<file path="src/sv/wavhp_pkg.sv">
// shared types, codes and constants of the wav header parser
package wavhp_pkg;

  localparam logic [31:0] TAG_RIFF = 32'h5249_4646;
  localparam logic [31:0] TAG_RIFX = 32'h5249_4658;
  localparam logic [31:0] TAG_WAVE = 32'h5741_5645;
  localparam logic [31:0] TAG_FMT  = 32'h666D_7420;
  localparam logic [31:0] TAG_DATA = 32'h6461_7461;
  localparam logic [31:0] FMT_LEN  = 32'd16;
  localparam logic [15:0] FMT_PCM  = 16'd1;
  localparam logic [31:0] HEAD_LEN = 32'd12;
  localparam logic [31:0] TAIL_LEN = 32'd28;
  localparam logic [31:0] WORD_LEN = 32'd4;
  localparam logic [31:0] OFF_MAX  = 32'hFFFF_FFFF - TAIL_LEN - WORD_LEN;

  typedef enum logic [3:0] {
    ST_OK         = 4'd0,
    ST_BAD_SIG    = 4'd1,
    ST_NOT_WAVE   = 4'd2,
    ST_FMT_SIZE   = 4'd3,
    ST_NOT_PCM    = 4'd4,
    ST_NO_DATA    = 4'd5,
    ST_TRUNCATED  = 4'd6,
    ST_ZERO_FRAME = 4'd7,
    ST_OFF_OVF    = 4'd8
  } status_t;

  typedef enum logic [3:0] {
    PH_SIG,
    PH_SIZE,
    PH_WAVE,
    PH_SCAN,
    PH_FMTSIZE,
    PH_FORMAT,
    PH_CHAN,
    PH_RATE,
    PH_BRATE,
    PH_ALIGN,
    PH_BITS,
    PH_DMARK,
    PH_DSIZE,
    PH_DIVIDE,
    PH_DONE
  } phase_t;

  typedef enum logic [2:0] {
    LD_NONE,
    LD_CHAN,
    LD_RATE,
    LD_BRATE,
    LD_ALIGN,
    LD_BITS,
    LD_DSIZE
  } load_t;

  typedef struct packed {
    logic [7:0] data_byte;
    logic       first_byte;
    logic       end_of_file;
  } in_item_t;

  typedef struct packed {
    logic [3:0]  status;
    logic        big_endian;
    logic [15:0] channel_count;
    logic [31:0] rate_hz;
    logic [31:0] byte_rate;
    logic [15:0] block_align;
    logic [15:0] bits_per_sample;
    logic [31:0] chunk_len;
    logic [31:0] sample_count;
    logic [31:0] audio_start;
  } out_item_t;

  typedef struct packed {
    logic    shift;
    load_t   load;
    logic    set_endian;
    logic    endian_val;
    logic    off_init;
    logic    off_inc;
    logic    emit;
    logic    emit_fields;
    status_t code;
  } cmd_t;

  typedef struct packed {
    logic is_riff;
    logic is_rifx;
    logic is_wave;
    logic is_fmt;
    logic is_data;
    logic fmt16;
    logic pcm;
    logic off_ovf;
    logic frame_zero;
    logic div_busy;
    logic out_full;
  } sts_t;

endpackage

</file>
<file path="src/sv/wavhp_ctrl.sv">
// parse sequencer: phase and byte position, issues datapath commands
module wavhp_ctrl (
  input  logic               clk,
  input  logic               rst_n,
  input  logic               in_valid,
  output logic               in_ready,
  input  logic               first_byte,
  input  logic               end_of_file,
  input  wavhp_pkg::sts_t    sts,
  output wavhp_pkg::cmd_t    cmd
);
  import wavhp_pkg::*;

  phase_t     phase_r, phase_nxt;
  logic [1:0] bw_r, bw_nxt;

  phase_t     ph;
  logic [1:0] bw;
  logic       accept;
  logic       complete;
  logic       result;

  assign in_ready = (phase_r != PH_DIVIDE) && !sts.out_full;
  assign accept   = in_valid && in_ready;

  always_ff @(posedge clk) begin
    if (!rst_n) begin
      phase_r <= PH_SIG;
      bw_r    <= '0;
    end else begin
      phase_r <= phase_nxt;
      bw_r    <= bw_nxt;
    end
  end

  always_comb begin
    cmd       = '0;
    phase_nxt = phase_r;
    bw_nxt    = bw_r;
    ph        = first_byte ? PH_SIG : phase_r;
    bw        = first_byte ? 2'd0 : bw_r;
    complete  = 1'b0;
    result    = 1'b0;
    if (phase_r == PH_DIVIDE) begin
      if (sts.frame_zero || !sts.div_busy) begin
        cmd.emit        = 1'b1;
        cmd.emit_fields = 1'b1;
        cmd.code        = sts.frame_zero ? ST_ZERO_FRAME : ST_OK;
        phase_nxt       = PH_DONE;
      end
    end else if (accept && ph != PH_DONE) begin
      cmd.shift = 1'b1;
      phase_nxt = ph;
      if (ph inside {PH_FORMAT, PH_CHAN, PH_ALIGN, PH_BITS}) begin
        complete = (bw == 2'd1);
      end else begin
        complete = (bw == 2'd3);
      end
      if (!complete) begin
        bw_nxt = bw + 2'd1;
      end else begin
        bw_nxt = '0;
        case (ph)
          PH_SIG: begin
            if (sts.is_riff || sts.is_rifx) begin
              cmd.set_endian = 1'b1;
              cmd.endian_val = sts.is_rifx;
              phase_nxt      = PH_SIZE;
            end else begin
              result   = 1'b1;
              cmd.code = ST_BAD_SIG;
            end
          end
          PH_SIZE: phase_nxt = PH_WAVE;
          PH_WAVE: begin
            if (sts.is_wave) begin
              cmd.off_init = 1'b1;
              phase_nxt    = PH_SCAN;
            end else begin
              result   = 1'b1;
              cmd.code = ST_NOT_WAVE;
            end
          end
          PH_SCAN: begin
            if (sts.off_ovf) begin
              result   = 1'b1;
              cmd.code = ST_OFF_OVF;
            end else begin
              cmd.off_inc = 1'b1;
              if (sts.is_fmt) begin
                phase_nxt = PH_FMTSIZE;
              end
            end
          end
          PH_FMTSIZE: begin
            if (sts.fmt16) begin
              phase_nxt = PH_FORMAT;
            end else begin
              result   = 1'b1;
              cmd.code = ST_FMT_SIZE;
            end
          end
          PH_FORMAT: begin
            if (sts.pcm) begin
              phase_nxt = PH_CHAN;
            end else begin
              result   = 1'b1;
              cmd.code = ST_NOT_PCM;
            end
          end
          PH_CHAN: begin
            cmd.load  = LD_CHAN;
            phase_nxt = PH_RATE;
          end
          PH_RATE: begin
            cmd.load  = LD_RATE;
            phase_nxt = PH_BRATE;
          end
          PH_BRATE: begin
            cmd.load  = LD_BRATE;
            phase_nxt = PH_ALIGN;
          end
          PH_ALIGN: begin
            cmd.load  = LD_ALIGN;
            phase_nxt = PH_BITS;
          end
          PH_BITS: begin
            cmd.load  = LD_BITS;
            phase_nxt = PH_DMARK;
          end
          PH_DMARK: begin
            if (sts.is_data) begin
              phase_nxt = PH_DSIZE;
            end else begin
              result   = 1'b1;
              cmd.code = ST_NO_DATA;
            end
          end
          PH_DSIZE: begin
            cmd.load  = LD_DSIZE;
            phase_nxt = PH_DIVIDE;
          end
          default: phase_nxt = ph;
        endcase
      end
      if (!result && end_of_file && phase_nxt != PH_DIVIDE) begin
        result   = 1'b1;
        cmd.code = ST_TRUNCATED;
      end
      if (result) begin
        cmd.emit  = 1'b1;
        phase_nxt = PH_DONE;
      end
    end
  end

endmodule

</file>
<file path="src/sv/wavhp_dp.sv">
// word assembly, field registers, frame divider and result register
module wavhp_dp (
  input  logic                 clk,
  input  logic                 rst_n,
  input  wavhp_pkg::in_item_t  in_data,
  input  wavhp_pkg::cmd_t      cmd,
  output wavhp_pkg::sts_t      sts,
  output logic                 out_valid,
  input  logic                 out_ready,
  output wavhp_pkg::out_item_t out_data
);
  import wavhp_pkg::*;

  logic [31:0] ws_r;
  logic        endian_r;
  logic [15:0] chan_r;
  logic [31:0] rate_r;
  logic [31:0] brate_r;
  logic [15:0] align_r;
  logic [15:0] bits_r;
  logic [31:0] dsize_r;
  logic [31:0] off_r;
  logic [31:0] prod_r;
  logic [31:0] quo_r;
  logic [31:0] rem_r;
  logic [4:0]  cnt_r;
  logic        div_busy_r;
  logic        out_valid_r;
  out_item_t   out_r;

  logic [31:0] ws_base;
  logic        endian_base;
  logic [31:0] w;
  logic [31:0] v32;
  logic [15:0] v16;
  logic [28:0] frame;
  logic [32:0] trial;
  logic        fits;
  logic        start_div;

  assign ws_base     = in_data.first_byte ? '0 : ws_r;
  assign endian_base = in_data.first_byte ? 1'b0 : endian_r;
  assign w           = {ws_base[23:0], in_data.data_byte};
  assign v32         = endian_base ? w : {w[7:0], w[15:8], w[23:16], w[31:24]};
  assign v16         = endian_base ? w[15:0] : {w[7:0], w[15:8]};
  assign frame       = prod_r[31:3];
  assign trial       = {rem_r, quo_r[31]};
  assign fits        = trial >= {4'b0, frame};
  assign start_div   = (cmd.load == LD_DSIZE) && !sts.frame_zero;

  assign sts.is_riff    = (w == TAG_RIFF);
  assign sts.is_rifx    = (w == TAG_RIFX);
  assign sts.is_wave    = (w == TAG_WAVE);
  assign sts.is_fmt     = (w == TAG_FMT);
  assign sts.is_data    = (w == TAG_DATA);
  assign sts.fmt16      = (v32 == FMT_LEN);
  assign sts.pcm        = (v16 == FMT_PCM);
  assign sts.off_ovf    = (off_r > OFF_MAX);
  assign sts.frame_zero = (frame == '0);
  assign sts.div_busy   = div_busy_r;
  assign sts.out_full   = out_valid_r;

  assign out_valid = out_valid_r;
  assign out_data  = out_r;

  always_ff @(posedge clk) begin
    if (cmd.shift) begin
      ws_r <= w;
      if (in_data.first_byte) begin
        endian_r <= 1'b0;
        chan_r   <= '0;
        rate_r   <= '0;
        brate_r  <= '0;
        align_r  <= '0;
        bits_r   <= '0;
        dsize_r  <= '0;
        off_r    <= '0;
      end
    end
    if (cmd.set_endian) begin
      endian_r <= cmd.endian_val;
    end
    if (cmd.off_init) begin
      off_r <= HEAD_LEN;
    end else if (cmd.off_inc) begin
      off_r <= off_r + WORD_LEN;
    end
    case (cmd.load)
      LD_CHAN:  chan_r  <= v16;
      LD_RATE:  rate_r  <= v32;
      LD_BRATE: brate_r <= v32;
      LD_ALIGN: align_r <= v16;
      LD_BITS:  bits_r  <= v16;
      LD_DSIZE: dsize_r <= v32;
      default: ;
    endcase
    prod_r <= 32'(chan_r) * 32'(bits_r);
    if (start_div) begin
      quo_r <= v32;
      rem_r <= '0;
    end else if (div_busy_r) begin
      rem_r <= fits ? 32'(trial - {4'b0, frame}) : trial[31:0];
      quo_r <= {quo_r[30:0], fits};
    end
    if (cmd.emit) begin
      out_r.status <= cmd.code;
      if (cmd.emit_fields) begin
        out_r.big_endian      <= endian_r;
        out_r.channel_count   <= chan_r;
        out_r.rate_hz         <= rate_r;
        out_r.byte_rate       <= brate_r;
        out_r.block_align     <= align_r;
        out_r.bits_per_sample <= bits_r;
        out_r.chunk_len       <= dsize_r;
        out_r.sample_count    <= (cmd.code == ST_ZERO_FRAME) ? '0 : quo_r;
        out_r.audio_start     <= off_r + TAIL_LEN;
      end else begin
        out_r.big_endian      <= 1'b0;
        out_r.channel_count   <= '0;
        out_r.rate_hz         <= '0;
        out_r.byte_rate       <= '0;
        out_r.block_align     <= '0;
        out_r.bits_per_sample <= '0;
        out_r.chunk_len       <= '0;
        out_r.sample_count    <= '0;
        out_r.audio_start     <= '0;
      end
    end
  end

  always_ff @(posedge clk) begin
    if (!rst_n) begin
      div_busy_r  <= 1'b0;
      cnt_r       <= '0;
      out_valid_r <= 1'b0;
    end else begin
      if (start_div) begin
        div_busy_r <= 1'b1;
        cnt_r      <= '0;
      end else if (div_busy_r) begin
        cnt_r <= cnt_r + 5'd1;
        if (cnt_r == '1) begin
          div_busy_r <= 1'b0;
        end
      end
      if (cmd.emit) begin
        out_valid_r <= 1'b1;
      end else if (out_ready) begin
        out_valid_r <= 1'b0;
      end
    end
  end

  a_no_overwrite: assert property (@(posedge clk) disable iff (!rst_n)
    cmd.emit |-> !out_valid_r) else $error("result overwritten while waiting");
  a_start_idle: assert property (@(posedge clk) disable iff (!rst_n)
    start_div |-> !div_busy_r) else $error("divider restarted while busy");
  a_no_byte_in_div: assert property (@(posedge clk) disable iff (!rst_n)
    div_busy_r |-> !cmd.shift) else $error("byte taken during division");
  a_div_length: assert property (@(posedge clk) disable iff (!rst_n)
    $fell(div_busy_r) |-> $past(cnt_r) == '1) else $error("division cut short");

endmodule

</file>
<file path="src/sv/wav_header_parser.sv">
// top level of the wav header parser
//
//  channel | ports                         | item
//  --------+-------------------------------+-----------------------------
//  input   | in_valid, in_ready, in_data   | one file byte with marks
//  result  | out_valid, out_ready, out_data| header fields and status
//
// one byte is taken per cycle while no result waits in the output register and no divide runs
// a complete header starts a restoring divide for the sample count, and input is
// held off until the result is loaded (a zero frame skips the divide)
// in_ready stays low while a result waits for out_ready
// rst_n is synchronous; after reset the parser awaits a signature
module wav_header_parser (
  input  logic                 clk,
  input  logic                 rst_n,
  input  logic                 in_valid,
  output logic                 in_ready,
  input  wavhp_pkg::in_item_t  in_data,
  output logic                 out_valid,
  input  logic                 out_ready,
  output wavhp_pkg::out_item_t out_data
);
  import wavhp_pkg::*;

  cmd_t cmd;
  sts_t sts;

  wavhp_ctrl u_ctrl (
    .clk         (clk),
    .rst_n       (rst_n),
    .in_valid    (in_valid),
    .in_ready    (in_ready),
    .first_byte  (in_data.first_byte),
    .end_of_file (in_data.end_of_file),
    .sts         (sts),
    .cmd         (cmd)
  );

  wavhp_dp u_dp (
    .clk       (clk),
    .rst_n     (rst_n),
    .in_data   (in_data),
    .cmd       (cmd),
    .sts       (sts),
    .out_valid (out_valid),
    .out_ready (out_ready),
    .out_data  (out_data)
  );

endmodule

</file>
<file path="config.mk">
export PLATFORM = sky130hd
export DESIGN_NAME = wav_header_parser
export DESIGN_NICKNAME = d
export VERILOG_FILES = /design/src/sv/wavhp_pkg.sv /design/src/sv/wavhp_ctrl.sv /design/src/sv/wavhp_dp.sv /design/src/sv/wav_header_parser.sv
export SDC_FILE = /design/constraint.sdc
export NUM_CORES = 1
export LEC_CHECK = 0
export BUFFER_PORTS_ARGS = -buffer_cell sky130_fd_sc_hd__buf_2
export CAP_MARGIN = 30
export CORE_ASPECT_RATIO = 1.75
export CORE_UTILIZATION = 65
export DETAILED_ROUTE_END_ITERATION = 8
export PLACE_DENSITY = 0.94
export SYNTH_ARGS = -nofsm -noshare
export SYNTH_HDL_FRONTEND = slang
export SYNTH_SLANG_ARGS = --single-unit
</file>
<file path="constraint.sdc">
create_clock -name clk -period 20.6 [get_ports clk]
set_clock_uncertainty 0.1 [all_clocks]
set_input_delay 4.12 -clock clk [delete_from_list [all_inputs] [get_ports clk]]
set_output_delay 4.12 -clock clk [all_outputs]
set_load 0.005 [all_outputs]
</file>
==> summary.txt <==
Outcome
  – Outcome: finished, final reports clean

Timing
  – Final total negative setup slack: 0 ns
  – Transition time at the pin with the least slew margin: roughly 1 ns
  – Headroom to the max-slew limit: 32.2%
  – Slack of the critical path: around 12 ns
  – Setup repair after global routing missed its margin: false
  – Final cycle utilization of the critical path: approximately 42%
  – Setup-violating endpoint count in the final report: 0
  – Period minus WS final: 8.73 ns
  – Highest clock rate: approximately 110 MHz
  – Final Hold Fails: 0
  – Max-slew violation count: 0

Critical path
  – Number of buffers and inverters on the critical path: 5
  – FF-to-FF End: u_dp.prod_r[30]
  – Worst Setup End Kind: flip-flop
  – Worst path arrival time: 9.07 ns
  – Class of the most critical setup path: in -> reg
  – Critical path's largest stage delay: 0.88 ns
  – Largest delay contributor family on the critical path: simple AND/OR/NAND/NOR gates
  – Data required time at the worst endpoint: 20.94 ns
  – R2R cell count: 22
  – Setup crit start: in_data[1]
  – Setup slack, reg-to-reg: 13.48 ns
  – Sequence of cells on the critical path: buf_2 > buf_4 > clkinv_1 > nand3b_1 > nand3_1 > inv_2 > and2_1 > nor3b_2 > inv_1 > nand2_1 > nor2_1
  – Maximum fanout count along the critical path: 61
  – Kind of launch point of the worst setup path: input pin
  – Reg2reg start: u_dp.chan_r[5]
  – Cell with the biggest individual delay on the critical path: sky130_fd_sc_hd__nor3b_2

Floorplanning
  – Effective utilization at floorplan: roughly 66%
  – Die extent in x: 167 µm
  – Area enclosed by the die boundary: 0.0487 mm²
  – Floorplan row count: 105
  – Core box area: 0.0470 mm²
  – Number of placed I/O pins: ~230
  – Die height: ~290 µm

Placed design
  – GP Congestion: 0.969
  – Placed instance count: 3644
  – Port buffer count: 226
  – Area after DPL: 0.0326 mm²
  – Detailed-placement wirelength estimate: about 64000 µm
  – Setup slack after placement: 11.48 ns

Worst hold path
  – Number of instances on the worst hold path: 2
  – Endpoint of the worst hold path: u_dp.rem_r[1]
  – Worst hold start: u_dp.rem_r[1]
  – Class of the most critical hold timing path: reg -> reg

Finish
  – Share of final-layout standard cells stronger than drive strength 1: 11.4%
  – Final design area excluding fillers: 0.0341 mm²
  – Leading cell type in the layout, fill and taps excluded: sky130_fd_sc_hd__edfxtp_1
  – Final Instance Count excl. Fillers: roughly 3700
  – Count of nets after finishing: 3446
  – Antenna diode count: 0
  – Commonest cells after routing, fill and taps aside: 412 x sky130_fd_sc_hd__edfxtp_1, 314 x sky130_fd_sc_hd__nand2_1, 303 x sky130_fd_sc_hd__and2_1, 280 x sky130_fd_sc_hd__inv_1, 274 x sky130_fd_sc_hd__nor2_1
  – Area Growth Syn to Fin: 9.64%

Clock network
  – Number of post-CTS setup repair buffers: 0
  – Clock transition at path regs: about 0.070 ns
  – Total CTS buffers: 44
  – # H-tree levels: 2
  – Quantity of gates resized following cts: 0
  – Count of hold-fix buffers inserted at cts: 0
  – Max Root-Sink Buffers: 3
  – Clock root cell: sky130_fd_sc_hd__clkbuf_16
  – Number of sinks driven by the clock tree: 516
  – CTS tree: done
  – Skew-Pair Late Insertion Delay: 0.61 ns

Route
  – Number of violations reported at the end of detailed-routing iteration 0: 2441
  – Count of unresolved DRC violations after routing: 0
  – Final antenna-violating net count: 0
  – Detail-routed via count per cell: 6.34
  – DRT Pass-1 Iters: 8
  – Wirelength per Cell: 23.8 µm
  – Vias post-DR: 23615
  – Final routed wirelength across all metal layers: slightly below 90000 µm

Logic synthesis
  – Distinct cells, synth: 85
  – Most used flip-flop cell after synthesis: sky130_fd_sc_hd__edfxtp_1
  – Post-synthesis sequential element count: 516
  – Number of instances in the synthesized netlist: 2953
  – Netlist Area Pre-Place: 0.0311 mm²
  – Warnings, synthesis: 0
  – Fraction of registers with async set or reset after synthesis: 0%
  – EDFF count, synth: 412
  – Post-synthesis area per instance: 10.5 µm²
  – Sequential element share of the synthesized area: 46.5%

GRT
  – Via count of the first global-routing pass: 24839
  – Total global routing overflow: 0
  – Antenna violations before repair: 0
  – Total global routing track utilization: about 37%
  – Global-route wire length before repair: between 100000 and 150000 µm
  – Pin count of the biggest net entering global routing: between 70 and 80

Run
  – Max-cap violations: 0

Power
  – Peak VDD IR: 0.000178 V
  – Areal power density over the cells: 138 mW/mm²
  – Static leakage: 14.0 nW
## sequential cells by signal, indices dropped and copies added (netlist names), 2 cells and up
register	cells
u_ctrl.bw_r	2
u_ctrl.phase_r	4
u_dp.align_r	16
u_dp.bits_r	16
u_dp.brate_r	32
u_dp.chan_r	16
u_dp.cnt_r	5
u_dp.dsize_r	32
u_dp.off_r	30
u_dp.out_data	211
u_dp.prod_r	29
u_dp.quo_r	32
u_dp.rate_r	32
u_dp.rem_r	32
u_dp.ws_r	24
## area by class of cell
class                      instances  area, µm²
tap                              588        736
clock buffer                      51       1150
sequential                       516      14500
timing repair buffer             248       1320
inverter                         282       1060
clock inverter                    29        350
multi-input combinational       2010      15000
fill                            3028      13000
## routing by layer
metal,up-vias,track usage (%),part of all wire (%)
met4,0,27.5,8.4
met2,1437,65.9,52
met5,-,0,0
met1,11445,39.1,32
met3,500,5.56,7.9
li1,10233,-,-
## worst reg2reg max path, delay by kind of cell, from the launching register on
family          cells  cell delay, ns
xor+xnor            1            0.14
flops               1            0.94
fa+ha+maj           7            3.66
simple gates        5            0.75
compound gates      4            1.15
buf+inv             5            0.28
## per-stage QoR
stage	power (mW)	util, %	hold WS [ns]
CTS	4.63	72.4	0.386
global route	4.97	72.4	0.422
finish	4.69	72.4	0.388
detailed placement	3.76	69.2	0.376
floorplan	3.13	-	0.359
global placement	3.65	69.1	0.373
## how the worst max path moves through the flow
stage          slack, ns  cells past startpoint            endpoint
2_1_floorplan       9.36                     10  u_dp.out_data[100]
3_3_place_gp       10.86                     12  u_dp.out_data[173]
3_5_place_dp       11.48                      9     u_dp.rate_r[23]
4_1_cts            12.10                     11      u_dp.off_r[24]
5_1_grt            11.54                     12      u_dp.off_r[20]
6_report           11.87                     11      u_dp.off_r[24]
## cells in the mapped netlist, types with 9 or more instances
cell	n	area [µm²]
sky130_fd_sc_hd__nand2b_1	27	169
sky130_fd_sc_hd__clkbuf_1	130	488
sky130_fd_sc_hd__edfxtp_1	412	12400
sky130_fd_sc_hd__nand4_1	32	200
sky130_fd_sc_hd__mux2_2	11	124
sky130_fd_sc_hd__and3_1	18	113
sky130_fd_sc_hd__and2_1	303	1900
sky130_fd_sc_hd__a21oi_1	105	526
sky130_fd_sc_hd__a311oi_1	12	105
sky130_fd_sc_hd__a211oi_1	16	120
sky130_fd_sc_hd__xnor2_1	46	403
sky130_fd_sc_hd__nor3_1	27	135
sky130_fd_sc_hd__o211ai_1	14	105
sky130_fd_sc_hd__nand3_1	53	265
sky130_fd_sc_hd__inv_1	280	1050
sky130_fd_sc_hd__ha_1	135	1690
sky130_fd_sc_hd__nand2_1	314	1180
sky130_fd_sc_hd__fa_1	195	3900
sky130_fd_sc_hd__nor2b_1	28	175
sky130_fd_sc_hd__or3_1	30	188
sky130_fd_sc_hd__o21a_1	17	128
sky130_fd_sc_hd__o21ai_1	24	120
sky130_fd_sc_hd__nor4_1	17	106
sky130_fd_sc_hd__xor2_1	36	315
sky130_fd_sc_hd__o21ai_0	89	445
sky130_fd_sc_hd__a31oi_1	20	125
sky130_fd_sc_hd__or2_2	9	56.3
sky130_fd_sc_hd__dfxtp_1	104	2080
sky130_fd_sc_hd__a21o_1	33	248
sky130_fd_sc_hd__buf_2	12	60.1
sky130_fd_sc_hd__nor2_1	275	1030
## report_power, final
group          switching, mW  internal, mW
Combinational           1.51          1.00
Clock                  0.405         0.462
Sequential            0.0739          1.23
## kinds of logic after synthesis
logic type                 synth area share, %
and+or+nand+nor                           19.0
DFF                                       46.5
buffers and inverters                     5.27
AOI/OAI and AO/OA                         8.19
adders and majority gates                 18.0
xor gates and xnor gates                  2.31
muxes                                    0.657
other                                   0.0121
Note: power is estimated with default switching activity, not from simulation.
